### src/design/u8u16_pkg.sv
package u8u16_pkg;

   // result kinds
   localparam logic [1:0] KIND_UNIT  = 2'd0;
   localparam logic [1:0] KIND_END   = 2'd1;
   localparam logic [1:0] KIND_ERROR = 2'd2;

   // string terminator
   localparam logic [7:0] END_BYTE = 8'h00;

   // surrogate pair construction
   localparam logic [15:0] SURR_HIGH_BASE = 16'hD800;
   localparam logic [15:0] SURR_LOW_BASE  = 16'hDC00;
   localparam logic [15:0] SURR_OFFSET    = 16'h0040;
   localparam logic [30:0] BMP_LIMIT      = 31'h0000_FFFF;
   localparam logic [30:0] PAIR_LIMIT     = 31'h000E_FFFF;

   // lead byte boundaries
   localparam logic [7:0] LEAD_MIN   = 8'hC0;
   localparam logic [7:0] LEAD_MAX   = 8'hFD;
   localparam logic [7:0] LEAD3_MIN  = 8'hE0;
   localparam logic [7:0] LEAD4_MIN  = 8'hF0;
   localparam logic [7:0] LEAD5_MIN  = 8'hF8;
   localparam logic [7:0] LEAD6_MIN  = 8'hFC;
   localparam logic [7:0] ASCII_LIMIT = 8'h80;

   // one result item
   typedef struct packed {
      logic [1:0]  kind;
      logic [15:0] utf16_unit;
      logic [15:0] unit_count;
      logic        last;
   } result_type;

endpackage

### src/design/utf8_to_utf16_transcoder_core.sv
// UTF-8 to UTF-16 transcoder. One UTF-8 byte is taken per cycle on the req_ channel
// and its results leave on the rsp_ channel: UTF-16 units, an end-of-string item
// carrying the saturating unit count when a zero byte arrives between characters,
// or an error item, after which bytes are dropped up to the next zero byte unless a zero byte caused it.
// Decoding is a single pass of logic between the decoder state and a four-entry
// result queue, so a byte is accepted every cycle unless req_stall is high; it rises
// only when fewer than two queue entries are free, which happens when surrogate pairs
// (two results from one byte) or rsp_stall outpace the one-result-per-cycle output side.
module utf8_to_utf16_transcoder_core #(
   parameter int COUNT_WIDTH = 16
) (
   input  logic        clock,
   input  logic        reset,
   input  logic        req_valid,
   output logic        req_stall,
   input  logic [7:0]  req_data_byte,
   output logic        rsp_valid,
   input  logic        rsp_stall,
   output logic [1:0]  rsp_kind,
   output logic [15:0] rsp_utf16_unit,
   output logic [15:0] rsp_unit_count,
   output logic        rsp_last
);
   import u8u16_pkg::*;

   localparam int QDEPTH = 4;
   localparam int PTR_W  = $clog2(QDEPTH);
   localparam int CNT_W  = $clog2(QDEPTH + 1);

   result_type        q_mem_ff [QDEPTH];
   logic [PTR_W-1:0]  wr_ptr_ff, wr_ptr_in;
   logic [PTR_W-1:0]  rd_ptr_ff, rd_ptr_in;
   logic [CNT_W-1:0]  q_count_ff, q_count_in;

   logic              req_transfer;
   logic              rsp_transfer;
   result_type        res0;
   result_type        res1;
   logic [1:0]        res_n;
   logic [1:0]        push_n;
   logic [PTR_W-1:0]  wr_ptr_next;
   result_type        head;

   assign req_stall    = (q_count_ff > CNT_W'(QDEPTH - 2));
   assign req_transfer = req_valid && !req_stall;
   assign rsp_valid    = (q_count_ff != '0);
   assign rsp_transfer = rsp_valid && !rsp_stall;

   u8u16_engine #(
      .COUNT_WIDTH (COUNT_WIDTH)
   ) u_engine (
      .clock     (clock),
      .reset     (reset),
      .accept    (req_transfer),
      .data_byte (req_data_byte),
      .res0      (res0),
      .res1      (res1),
      .res_n     (res_n)
   );

   // queue pointer and occupancy update
   assign push_n      = req_transfer ? res_n : 2'd0;
   assign wr_ptr_next = wr_ptr_ff + PTR_W'(1);
   assign wr_ptr_in   = wr_ptr_ff + PTR_W'(push_n);
   assign rd_ptr_in   = rd_ptr_ff + PTR_W'(rsp_transfer);
   assign q_count_in  = q_count_ff + CNT_W'(push_n) - CNT_W'(rsp_transfer);

   always_ff @(posedge clock) begin
      if (reset) begin
         wr_ptr_ff  <= '0;
         rd_ptr_ff  <= '0;
         q_count_ff <= '0;
      end else begin
         wr_ptr_ff  <= wr_ptr_in;
         rd_ptr_ff  <= rd_ptr_in;
         q_count_ff <= q_count_in;
      end
   end

   // result storage
   always_ff @(posedge clock) begin
      if (push_n != 2'd0) begin
         q_mem_ff[wr_ptr_ff] <= res0;
      end
      if (push_n == 2'd2) begin
         q_mem_ff[wr_ptr_next] <= res1;
      end
   end

   // head of queue drives the result ports
   assign head           = q_mem_ff[rd_ptr_ff];
   assign rsp_kind       = head.kind;
   assign rsp_utf16_unit = head.utf16_unit;
   assign rsp_unit_count = head.unit_count;
   assign rsp_last       = head.last;

   // occupancy never exceeds the queue
   assert property (@(posedge clock) disable iff (reset)
      q_count_ff <= CNT_W'(QDEPTH))
      else $error("result queue overflow");

   // a byte is only taken with room for two results
   assert property (@(posedge clock) disable iff (reset)
      req_transfer |-> (q_count_ff <= CNT_W'(QDEPTH - 2)))
      else $error("byte accepted without queue room");

   // pointers and occupancy agree
   assert property (@(posedge clock) disable iff (reset)
      (q_count_ff == '0 || q_count_ff == CNT_W'(QDEPTH)) |-> (wr_ptr_ff == rd_ptr_ff))
      else $error("queue pointers out of step");

endmodule

### src/design/u8u16_engine.sv
module u8u16_engine #(
   parameter int COUNT_WIDTH = 16
) (
   input  logic                   clock,
   input  logic                   reset,
   input  logic                   accept,
   input  logic [7:0]             data_byte,
   output u8u16_pkg::result_type  res0,
   output u8u16_pkg::result_type  res1,
   output logic [1:0]             res_n
);
   import u8u16_pkg::*;

   localparam int SAT_WIDTH = (COUNT_WIDTH > 16) ? COUNT_WIDTH : 16;

   typedef enum logic [1:0] {
      PH_IDLE    = 2'd0,
      PH_COLLECT = 2'd1,
      PH_SKIP    = 2'd2
   } phase_type;

   phase_type              phase_ff, phase_in;
   logic [30:0]            accum_ff, accum_in;
   logic [2:0]             left_ff, left_in;
   logic [COUNT_WIDTH-1:0] units_ff, units_in;

   logic [30:0]            shifted;
   logic [2:0]             left_dec;
   logic                   err_hit;
   logic                   err_to_idle;
   logic                   emit_hit;
   logic [1:0]             add_n;
   logic [COUNT_WIDTH:0]   units_sum;
   logic [COUNT_WIDTH-1:0] units_add;
   logic [SAT_WIDTH-1:0]   units_ext;
   logic [15:0]            count_out;
   logic [15:0]            high_unit;
   logic [15:0]            low_unit;

   // continuation byte folded into the partial code point
   assign shifted  = {accum_ff[24:0], data_byte[5:0]};
   assign left_dec = left_ff - 3'd1;

   // surrogate halves from the finished value
   assign high_unit = SURR_HIGH_BASE + {6'd0, shifted[19:10]} - SURR_OFFSET;
   assign low_unit  = SURR_LOW_BASE + {6'd0, shifted[9:0]};

   // saturating unit counter
   assign units_sum = {1'b0, units_ff} + (COUNT_WIDTH+1)'(add_n);
   assign units_add = units_sum[COUNT_WIDTH] ? {COUNT_WIDTH{1'b1}}
                                             : units_sum[COUNT_WIDTH-1:0];

   // count clipped to the 16-bit field
   assign units_ext = SAT_WIDTH'(units_ff);
   assign count_out = (units_ext > SAT_WIDTH'(17'h0FFFF)) ? 16'hFFFF : units_ext[15:0];

   // byte decode and result formation
   always_comb begin
      phase_in    = phase_ff;
      accum_in    = accum_ff;
      left_in     = left_ff;
      units_in    = units_ff;
      res0        = '0;
      res1        = '0;
      res_n       = 2'd0;
      err_hit     = 1'b0;
      err_to_idle = 1'b0;
      emit_hit    = 1'b0;
      add_n       = 2'd0;

      unique case (phase_ff)
         PH_SKIP: begin
            if (data_byte == 8'd0) begin
               phase_in = PH_IDLE;
               accum_in = '0;
               left_in  = '0;
               units_in = '0;
            end
         end
         PH_COLLECT: begin
            if (data_byte[7:6] != 2'b10) begin
               err_hit     = 1'b1;
               err_to_idle = (data_byte == 8'd0);
            end else if (left_dec == 3'd0) begin
               emit_hit = 1'b1;
            end else begin
               accum_in = shifted;
               left_in  = left_dec;
            end
         end
         default: begin
            phase_in = PH_IDLE;
            if (data_byte == 8'd0) begin
               res0.kind       = KIND_END;
               res0.unit_count = count_out;
               res0.last       = 1'b1;
               res_n           = 2'd1;
               units_in        = '0;
            end else if (data_byte < ASCII_LIMIT) begin
               res0.kind       = KIND_UNIT;
               res0.utf16_unit = {8'd0, data_byte};
               res0.last       = 1'b1;
               res_n           = 2'd1;
               add_n           = 2'd1;
               units_in        = units_add;
            end else if (data_byte < LEAD_MIN || data_byte > LEAD_MAX) begin
               err_hit = 1'b1;
            end else begin
               phase_in = PH_COLLECT;
               if (data_byte < LEAD3_MIN) begin
                  accum_in = {26'd0, data_byte[4:0]};
                  left_in  = 3'd1;
               end else if (data_byte < LEAD4_MIN) begin
                  accum_in = {27'd0, data_byte[3:0]};
                  left_in  = 3'd2;
               end else if (data_byte < LEAD5_MIN) begin
                  accum_in = {28'd0, data_byte[2:0]};
                  left_in  = 3'd3;
               end else if (data_byte < LEAD6_MIN) begin
                  accum_in = {29'd0, data_byte[1:0]};
                  left_in  = 3'd4;
               end else begin
                  accum_in = {30'd0, data_byte[0]};
                  left_in  = 3'd5;
               end
            end
         end
      endcase

      // finished character
      if (emit_hit) begin
         phase_in = PH_IDLE;
         accum_in = '0;
         left_in  = '0;
         if (shifted <= BMP_LIMIT) begin
            res0.kind       = KIND_UNIT;
            res0.utf16_unit = shifted[15:0];
            res0.last       = 1'b1;
            res_n           = 2'd1;
            add_n           = 2'd1;
            units_in        = units_add;
         end else if (shifted <= PAIR_LIMIT) begin
            res0.kind       = KIND_UNIT;
            res0.utf16_unit = high_unit;
            res1.kind       = KIND_UNIT;
            res1.utf16_unit = low_unit;
            res1.last       = 1'b1;
            res_n           = 2'd2;
            add_n           = 2'd2;
            units_in        = units_add;
         end else begin
            err_hit = 1'b1;
         end
      end

      // error result, then drop bytes unless the zero byte caused it
      if (err_hit) begin
         res0        = '0;
         res0.kind   = KIND_ERROR;
         res0.last   = 1'b1;
         res_n       = 2'd1;
         phase_in    = err_to_idle ? PH_IDLE : PH_SKIP;
         accum_in    = '0;
         left_in     = '0;
         units_in    = '0;
      end
   end

   // decoder state
   always_ff @(posedge clock) begin
      if (reset) begin
         phase_ff <= PH_IDLE;
         accum_ff <= '0;
         left_ff  <= '0;
         units_ff <= '0;
      end else if (accept) begin
         phase_ff <= phase_in;
         accum_ff <= accum_in;
         left_ff  <= left_in;
         units_ff <= units_in;
      end
   end

   // a pair is two units, the low half closing the transfer group
   assert property (@(posedge clock) disable iff (reset)
      (res_n == 2'd2) |-> (!res0.last && res1.last && res0.kind == KIND_UNIT))
      else $error("surrogate pair formed incorrectly");

   // an error always clears the unit count
   assert property (@(posedge clock) disable iff (reset)
      (accept && res_n != 2'd0 && res0.kind == KIND_ERROR) |=> (units_ff == '0))
      else $error("unit count survived an error");

   // collecting always expects at least one more byte
   assert property (@(posedge clock) disable iff (reset)
      (phase_ff == PH_COLLECT) |-> (left_ff != 3'd0))
      else $error("collecting with no bytes left");

endmodule
### config.mk
export PLATFORM = sky130hd
export DESIGN_NAME = utf8_to_utf16_transcoder_core
export DESIGN_NICKNAME = d
export VERILOG_FILES = /design/src/design/u8u16_pkg.sv /design/src/design/utf8_to_utf16_transcoder_core.sv /design/src/design/u8u16_engine.sv
export SDC_FILE = /design/constraint.sdc
export NUM_CORES = 1
export LEC_CHECK = 0
export BUFFER_PORTS_ARGS = -buffer_cell sky130_fd_sc_hd__buf_2
export CELL_PAD_IN_SITES_DETAIL_PLACEMENT = 0
export CELL_PAD_IN_SITES_GLOBAL_PLACEMENT = 2
export CORE_UTILIZATION = 43
export CTS_CLUSTER_DIAMETER = 60
export DETAILED_ROUTE_END_ITERATION = 16
export PLACE_DENSITY_LB_ADDON = 0.25
export SLEW_MARGIN = 20
export SYNTH_ARGS = -nofsm -noshare
export SYNTH_HDL_FRONTEND = slang
export SYNTH_SLANG_ARGS = --single-unit
### constraint.sdc
create_clock -name clock -period 11.7 [get_ports clock]
set_input_delay 1.17 -clock clock [delete_from_list [all_inputs] [get_ports clock]]
set_output_delay 1.17 -clock clock [all_outputs]
set_load 0.05 [all_outputs]
== Word level (Yosys, flattened, before mapping) ==
Memories as Yosys holds them, arrays and structs flattened. A register that Yosys moved wholly into a read port is not among the register bits.
Index checks and enable logic that the tools add are counted.
Widths: inputs -> output; s select.

* RAM bits: 140
* Output and inout port bits: 37
* Register bits after elaboration: 53
* Memories kept: 1
* Input bits: 12

* Reduce and logical (&&, ||, !) cells: 12
* Equal/unequal tests: 11
* $add $sub $neg: 10
* Mux-type cells: 94
* $lt $le $gt $ge: 11

{| class="wikitable"
|+ Memory list
! memory !! words !! bits a word !! rd ports !! clocked after Yosys merged registers in !! write ports !! RTL line !! text
|-
| q_mem_ff || 4 || 35 || 1 || 1 || 2 || utf8_to_utf16_transcoder_core.sv:30 || <nowiki>result_type q_mem_ff [QDEPTH];</nowiki>
|}

{| class="wikitable"
|+ Operators by type and width
! operator !! count
|-
| $mux 25 || 10
|-
| $mux 16 || 12
|-
| $mux 18 || 5
|-
| $mux 35 || 2
|-
| $pmux 25 s2 || 1
|-
| $lt 8x8->1 const B || 6
|-
| $mux 2 || 20
|-
| $mux 3 || 12
|-
| $add 15x11->16 const A || 2
|-
| $pmux 16 s2 || 1
|-
| $le 31x16->1 const B || 1
|-
| $le 31x20->1 const B || 1
|-
| $mux 1 || 27
|-
| $add 16x2->17 || 1
|-
| $gt 16x16->1 const B || 1
|-
| $sub 16x7->16 const B || 1
|-
| $ne 5x3->1 const B || 3
|-
| $gt 8x8->1 const B || 1
|-
| $logic_not 8->1 || 1
|-
| $mux 8 || 1
|-
| $ne 4x2->1 const B || 2
|-
| $reduce_and 7->1 || 1
|-
| $pmux 3 s2 || 1
|-
| $eq 2x2->1 const B || 2
|-
| 21 further kinds || 23
|}

== Logic depth before layout (Yosys ltp) ==
* Word-level depth: 16
* Gate-level depth with buffers: 17
* Mapped depth without buffers: 15

== By module ==
A second synthesis with hierarchy kept.

* Cell total of the unflattened synthesis: 862
* Area, all modules: 10956.8 sq um

{| class="wikitable"
|+ Modules (own cells, without submodules)
! module !! instances !! cells each !! seq. area each (sq um) !! area each (sq um)
|-
| utf8_to_utf16_transcoder_core || 1 || 396 || 4344.2 || 7412.1
|-
| u8u16_engine || 1 || 466 || 920.9 || 3544.6
|}

== Worst setup path after synthesis ==
Ideal clock, no wire load.

* Path type: input port to flip-flop
* Start: input port req_data_byte[0]
* End: register u_engine.units_ff[3] (netlist: u_engine.units_ext[3])
* Required time: 11609 ps
* Setup time: 91 ps
* Setup slack: 6969 ps
* Buffers on the path: 3
* Stages: 16
* Data arrival time: 4640 ps
* Cells stage by stage: clkbuf_1 > nand4_1 > or4_1 > buf_2 > mux2i_4 > a22o_1 > ha_1 > inv_1 > fa_1 > nor4_1 > nand4_1 > or2_2 > clkbuf_1 > o21ai_0 > a21oi_1 > a311oi_1

* Cells in the longest elaborated chain, start to end: 16
* Elaborated cells between the ends (all ways): 30
* Those cells by class: add/sub: 1; order compare: 5; mux: 22; reduce/logical: 2

{| class="wikitable"
|+ RTL lines
! element !! RTL line !! text
|-
| from (decl) || utf8_to_utf16_transcoder_core.sv:16 || <nowiki>input logic [7:0] req_data_byte,</nowiki>
|-
| $lt 8x8->1 || u8u16_engine.sv:99 || <nowiki>end else if (data_byte < ASCII_LIMIT) begin</nowiki>
|-
| $mux 1 || u8u16_engine.sv:99 ||
|-
| $mux 2 || u8u16_engine.sv:93 || <nowiki>if (data_byte == 8'd0) begin</nowiki>
|-
| $mux 2 || u8u16_engine.sv:71 || <nowiki>unique case (phase_ff)</nowiki>
|-
| $mux 2 || u8u16_engine.sv:142 || <nowiki>end else if (shifted <= PAIR_LIMIT) begin</nowiki>
|-
| $mux 2 || u8u16_engine.sv:135 || <nowiki>if (shifted <= BMP_LIMIT) begin</nowiki>
|-
| $mux 2 || u8u16_engine.sv:131 || <nowiki>if (emit_hit) begin</nowiki>
|-
| $add 16x2->17 || u8u16_engine.sv:49 || <nowiki>assign units_sum = {1'b0, units_ff} + (COUNT_WIDTH+1)'(add_n);</nowiki>
|-
| $mux 16 || u8u16_engine.sv:50 || <nowiki>assign units_add = units_sum[COUNT_WIDTH] ? {COUNT_WIDTH{1'b1}}</nowiki>
|-
| $mux 16 || u8u16_engine.sv:99 ||
|-
| $mux 16 || u8u16_engine.sv:93 ||
|-
| $pmux 16 s2 || u8u16_engine.sv:71 ||
|-
| $mux 16 || u8u16_engine.sv:142 ||
|-
| $mux 16 || u8u16_engine.sv:135 ||
|-
| $mux 16 || u8u16_engine.sv:131 ||
|-
| $mux 16 (*) || u8u16_engine.sv:157 || <nowiki>if (err_hit) begin</nowiki>
|-
| to (signal assigned) || u8u16_engine.sv:180 || <nowiki>units_ff <= units_in;</nowiki>
|-
| to (decl) || u8u16_engine.sv:25 || <nowiki>logic [COUNT_WIDTH-1:0] units_ff, units_in;</nowiki>
|}

Mark *: on every way between the ends. The rest lies on a longest branch, timed or not.
A chain may end at the register's enable or synchronous reset.

== Final worst setup path ==
* Start: input port req_data_byte[4]
* End: register u_engine.units_ff[11] (netlist: u_engine.units_ext[11])

Same word-level chain as after synthesis.

==> metrics.txt <==
# TYPE chip_impl_metric gauge
chip_impl_metric{name="ant_nets",unit=""} 0
chip_impl_metric{name="drtIter0Drc",unit=""} 769
chip_impl_metric{name="synthMuxAreaShare",unit="%"} 9.305
chip_impl_metric{name="cts_post_setup_buffers_inserted",unit=""} 0
chip_impl_metric{name="area_growth",unit="%"} 9.702
chip_impl_metric{name="max_slew_margin",unit="%"} 31.95
chip_impl_metric{name="synth_simple_gate_area_share",unit="%"} 16.30
chip_impl_metric{name="ys_warn_count",unit=""} 0
chip_impl_metric{name="post-route-period-util",unit="%"} 42.20
chip_impl_metric{name="number_of_antenna_violations_at_the_first_check_in_global_routing",unit=""} 0
chip_impl_metric{name="regArea",unit="um^2"} 4506
chip_impl_metric{name="cts_buffer_depth",unit=""} 2
chip_impl_info{name="synth-main-ff-cell",value="sky130_fd_sc_hd__dfxtp_1"} 1
chip_impl_info{name="min_path_type",value="reg2reg"} 1
chip_impl_metric{name="drt_drc_violations_left",unit=""} 0
chip_impl_metric{name="fp.coreArea",unit="um^2"} 21290
chip_impl_info{name="netlist_top_cells_count",value="129 x sky130_fd_sc_hd__dfxtp_1, 104 x sky130_fd_sc_hd__nand2_1, 83 x sky130_fd_sc_hd__nand3_1"} 1
chip_impl_metric{name="crit_path_max_fanout",unit=""} 12
chip_impl_metric{name="netlist.area_leader.share",unit="%"} 27.28
chip_impl_metric{name="timing_worst_slew_pin_value",unit="ns"} 1.013
chip_impl_metric{name="syn-mean-instance-area",unit="um^2"} 10.01
chip_impl_metric{name="antenna-diode-count",unit=""} 0
chip_impl_metric{name="power.density",unit="nW/um^2"} 169.3
chip_impl_metric{name="drt_wl_total",unit="um"} 26650
chip_impl_metric{name="vdd.ir_drop.worst",unit="V"} 0.0001725
chip_impl_metric{name="setup_viol",unit=""} 0
chip_impl_metric{name="final.min_clock_period",unit="ns"} 4.937
chip_impl_info{name="cell_types_with_the_largest_area_share_after_synthesis",value="sky130_fd_sc_hd__dfxtp_1 27%, sky130_fd_sc_hd__edfxtp_1 20%, sky130_fd_sc_hd__mux4_2 8.3%"} 1
chip_impl_info{name="yosys.area.top_type",value="sky130_fd_sc_hd__dfxtp_1"} 1
chip_impl_metric{name="synth_compound_area_share",unit="%"} 19.14
chip_impl_metric{name="cts-hold-fix-buffers",unit=""} 0
chip_impl_metric{name="sink_count",unit=""} 193
chip_impl_metric{name="numCtsBuffers",unit=""} 17
chip_impl_metric{name="dr_total_vias",unit=""} 7641
chip_impl_metric{name="global_route_overflow",unit=""} 0
chip_impl_metric{name="die_h",unit="um"} 150.4
chip_impl_metric{name="rows",unit=""} 53
chip_impl_metric{name="fillCellCount",unit=""} 1977
chip_impl_metric{name="place_congestion",unit=""} 0.9068
chip_impl_metric{name="synth_adder_area_share",unit="%"} 2.273
chip_impl_metric{name="final_hold_viol_count",unit=""} 0
chip_impl_metric{name="multiInputGateArea",unit="um^2"} 4517
chip_impl_metric{name="totalPowerFinal",unit="mW"} 1.759
chip_impl_metric{name="yosysUniqueCellTypes",unit=""} 70
chip_impl_metric{name="postLayoutCellArea",unit="um^2"} 10390
chip_impl_metric{name="grt_first_pass_wirelength",unit="um"} 42130
chip_impl_metric{name="post_dp_cell_area",unit="um^2"} 9778
chip_impl_metric{name="synth_edf_count",unit=""} 64
chip_impl_metric{name="asyncSetResetFlopFracSynth",unit="%"} 0
chip_impl_info{name="outcome",value="completed"} 1
chip_impl_metric{name="die_area",unit="um^2"} 22610
chip_impl_info{name="cts_tree",value="built"} 1
chip_impl_metric{name="h-tree-depth",unit=""} 4
chip_impl_info{name="cp_slowest_cell",value="sky130_fd_sc_hd__or4_1"} 1
chip_impl_metric{name="post_drt_wl_per_cell",unit="um"} 21.58
chip_impl_metric{name="finalClockSkew",unit="ns"} 0.01096
chip_impl_metric{name="vias_per_cell",unit=""} 6.187
chip_impl_metric{name="initial_utilization",unit="%"} 44.47
chip_impl_metric{name="leakagePower",unit="nW"} 3.599
chip_impl_metric{name="port_buffers",unit=""} 48
chip_impl_metric{name="ctsResizeCount",unit=""} 0
chip_impl_metric{name="post_route_cells_drive_above_1_share",unit="%"} 16.67
chip_impl_metric{name="drt_pre_antenna_iters",unit=""} 5
chip_impl_metric{name="timing.setup.tns",unit="ns"} 0
chip_impl_metric{name="drv_cap",unit=""} 0
chip_impl_metric{name="vias_in_the_first_global_route",unit=""} 7366
chip_impl_metric{name="cp.buffers_inverters",unit=""} 2
chip_impl_metric{name="slowest_delay",unit="ns"} 0.68
chip_impl_metric{name="synth_seq_cells",unit=""} 193
chip_impl_metric{name="die_x",unit="um"} 150.4
chip_impl_info{name="clk_root_buffer_cell",value="sky130_fd_sc_hd__clkbuf_16"} 1
chip_impl_metric{name="drv_slew",unit=""} 0
chip_impl_metric{name="worstSkewPairLatency",unit="ns"} 0.44
chip_impl_info{name="worstSetupPathType",value="in2reg"} 1
chip_impl_info{name="critPathMostFrequentCell",value="sky130_fd_sc_hd__nand4_1"} 1
chip_impl_metric{name="worst_ep_arrival_time",unit="ns"} 5.28
chip_impl_info{name="setup_repair_after_global_routing_missed_its_margin",value="false"} 1
chip_impl_metric{name="hold_ws",unit="ns"} 0.4557
chip_impl_metric{name="overall_global_routing_usage",unit="%"} 24.75
chip_impl_metric{name="dpl.hpwl",unit="um"} 17620
chip_impl_metric{name="clk_pin_slew_worst_paths",unit="ns"} 0.07
chip_impl_metric{name="finish.net_count",unit=""} 975
chip_impl_metric{name="top_level_ports",unit=""} 49
chip_impl_info{name="timing.critical_path.to_type",value="flip-flop"} 1
chip_impl_metric{name="synthXorXnorAreaFrac",unit="%"} 0.6476
chip_impl_info{name="cell_by_cell_trace_of_the_critical_path",value="buf_2 -> nand4_1 -> or4_1 -> mux2i_4 -> a22o_1 -> ha_1 -> inv_1 -> fa_1 -> nor4_1 -> nand4_1 -> or2_2 -> nand2_1 -> nor2_1 -> a311oi_1"} 1
chip_impl_metric{name="fmaxAchievable",unit="MHz"} 202.6
chip_impl_metric{name="synthesis.area",unit="um^2"} 9467
chip_impl_metric{name="syn_nets",unit=""} 974
chip_impl_metric{name="yosysSeqAreaShare",unit="%"} 47.58
chip_impl_metric{name="grt_max_degree",unit=""} 47
chip_impl_info{name="worst_path_dominant_cell_family",value="simple AND/OR/NAND/NOR gates"} 1
chip_impl_info{name="main_combinational_cell_family_by_area_after_synthesis",value="compound AO/OA/AOI/OAI gates"} 1
chip_impl_info{name="post-synth-top-count-cell",value="sky130_fd_sc_hd__dfxtp_1"} 1
chip_impl_metric{name="number_of_instances_in_the_synthesized_netlist",unit=""} 946
chip_impl_info{name="crit_path_start_kind",value="input port"} 1
chip_impl_metric{name="worst-endpoint-required",unit="ns"} 12.04
report_power, final:
group / internal [mW] / switching [mW] / leakage, nW
registers: 0.720 / 0.0165 / 1.66
clock network: 0.323 / 0.282 / 0.291
logic: 0.129 / 0.288 / 1.65
layout make-up:
type                            instances  area share, %
Multi-Input combinational cell        654          43.49
Sequential cell                       193          43.39
Inverter                               20         0.7349
Timing Repair Buffer                   61          3.253
Clock inverter                         14          1.687
Tap cell                              275          3.313
Clock buffer                           18          4.133
cells in the final DEF, fill, tap and decap left out, types with 4 or more instances in the layout:
cell / netlist / routed
sky130_fd_sc_hd__dfxtp_1: 129 / 128
sky130_fd_sc_hd__nand2_1: 104 / 104
sky130_fd_sc_hd__nand3_1: 83 / 83
sky130_fd_sc_hd__a21oi_1: 70 / 70
sky130_fd_sc_hd__edfxtp_1: 64 / 64
sky130_fd_sc_hd__nor2_1: 63 / 62
sky130_fd_sc_hd__o21ai_0: 57 / 57
sky130_fd_sc_hd__buf_2: 25 / 48
sky130_fd_sc_hd__mux4_2: 35 / 35
sky130_fd_sc_hd__a31o_1: 26 / 26
sky130_fd_sc_hd__a22o_1: 21 / 21
sky130_fd_sc_hd__inv_1: 19 / 19
sky130_fd_sc_hd__clkbuf_16: 0 / 17
sky130_fd_sc_hd__nor3_1: 14 / 14
sky130_fd_sc_hd__ha_1: 14 / 14
sky130_fd_sc_hd__nand4_1: 13 / 13
sky130_fd_sc_hd__buf_4: 4 / 13
sky130_fd_sc_hd__a31o_2: 12 / 12
sky130_fd_sc_hd__a32o_1: 10 / 10
sky130_fd_sc_hd__o22ai_1: 8 / 8
sky130_fd_sc_hd__xnor2_1: 7 / 7
sky130_fd_sc_hd__nor4_1: 7 / 7
sky130_fd_sc_hd__a31oi_1: 7 / 7
sky130_fd_sc_hd__nor2b_1: 6 / 6
sky130_fd_sc_hd__and3_1: 7 / 6
sky130_fd_sc_hd__and2_1: 6 / 6
sky130_fd_sc_hd__a311oi_1: 6 / 6
sky130_fd_sc_hd__or4_1: 5 / 5
sky130_fd_sc_hd__nand2b_1: 5 / 5
sky130_fd_sc_hd__a21o_1: 4 / 4
sky130_fd_sc_hd__o21ai_4: 4 / 4
sky130_fd_sc_hd__o21a_1: 4 / 4
sky130_fd_sc_hd__a2bb2o_1: 4 / 4
through the flow:
stage               setup slack [ns]  util [%]  cells
finish                         6.763     48.79   1235
global route                   6.563     48.79   1235
CTS                            6.858     48.77   1235
detailed placement             6.405     45.94   1203
global placement               6.561     45.94   1203
floorplan                      6.969         -    946
worst register-to-register path, stage by stage (launching register included):
cell	delay [ns]
sky130_fd_sc_hd__dfxtp_1	0.55
sky130_fd_sc_hd__nand4_1	0.21
sky130_fd_sc_hd__or4_1	0.75
sky130_fd_sc_hd__mux2i_4	0.36
sky130_fd_sc_hd__a22o_1	0.23
sky130_fd_sc_hd__ha_1	0.17
sky130_fd_sc_hd__inv_1	0.05
sky130_fd_sc_hd__fa_1	0.42
sky130_fd_sc_hd__nor4_1	0.62
sky130_fd_sc_hd__nand4_1	0.23
sky130_fd_sc_hd__or2_2	0.44
sky130_fd_sc_hd__nand2_1	0.15
sky130_fd_sc_hd__nor2_1	0.11
sky130_fd_sc_hd__a311oi_1	0.30
routing by layer:
metal | wire length [um] | track usage, %
met1 | 12080 | 35.41
met2 | 12250 | 37.79
met3 | 1851 | 4.364
met4 | 467 | 7.929
met5 | 0 | 0
final timing paths:
| path | to | start | cells past startpoint | slack, ns |
|---|---|---|---|---|
| max | u_engine.units_ext[11]$_SDFFE_PP0P_ | req_data_byte[4] | 14 | 6.76 |
| min | q_mem_ff[0][33]$_SDFFE_PP0P_ | q_mem_ff[0][33]$_SDFFE_PP0P_ | 2 | 0.46 |
| max reg2reg | u_engine.units_ext[11]$_SDFFE_PP0P_ | u_engine.accum_ff[3]$_SDFFE_PP0P_ | 13 | 6.99 |
| min reg2reg | q_mem_ff[0][33]$_SDFFE_PP0P_ | q_mem_ff[0][33]$_SDFFE_PP0P_ | 2 | 0.46 |
state kept, by name, summed over array words and instances, names as in the netlist:
signal              count
q_mem_ff              140
u_engine.units_ext     16
rd_ptr_ff               2
u_engine.accum_ff      25
q_count_ff              3
u_engine.phase_ff       2
u_engine.left_ff        3
wr_ptr_ff               2
logic make-up (layout without fill, tap and decap cells):
kind of cell / count (synthesis) / in the layout
DFF: 193 / 193
buffers and inverters: 99 / 113
and+or+nand+nor: 327 / 327
muxes: 42 / 42
xor gates and xnor gates: 7 / 7
adders and majority gates: 16 / 16
AOI/OAI and AO/OA: 262 / 262
(Power assumes the default switching activity.)
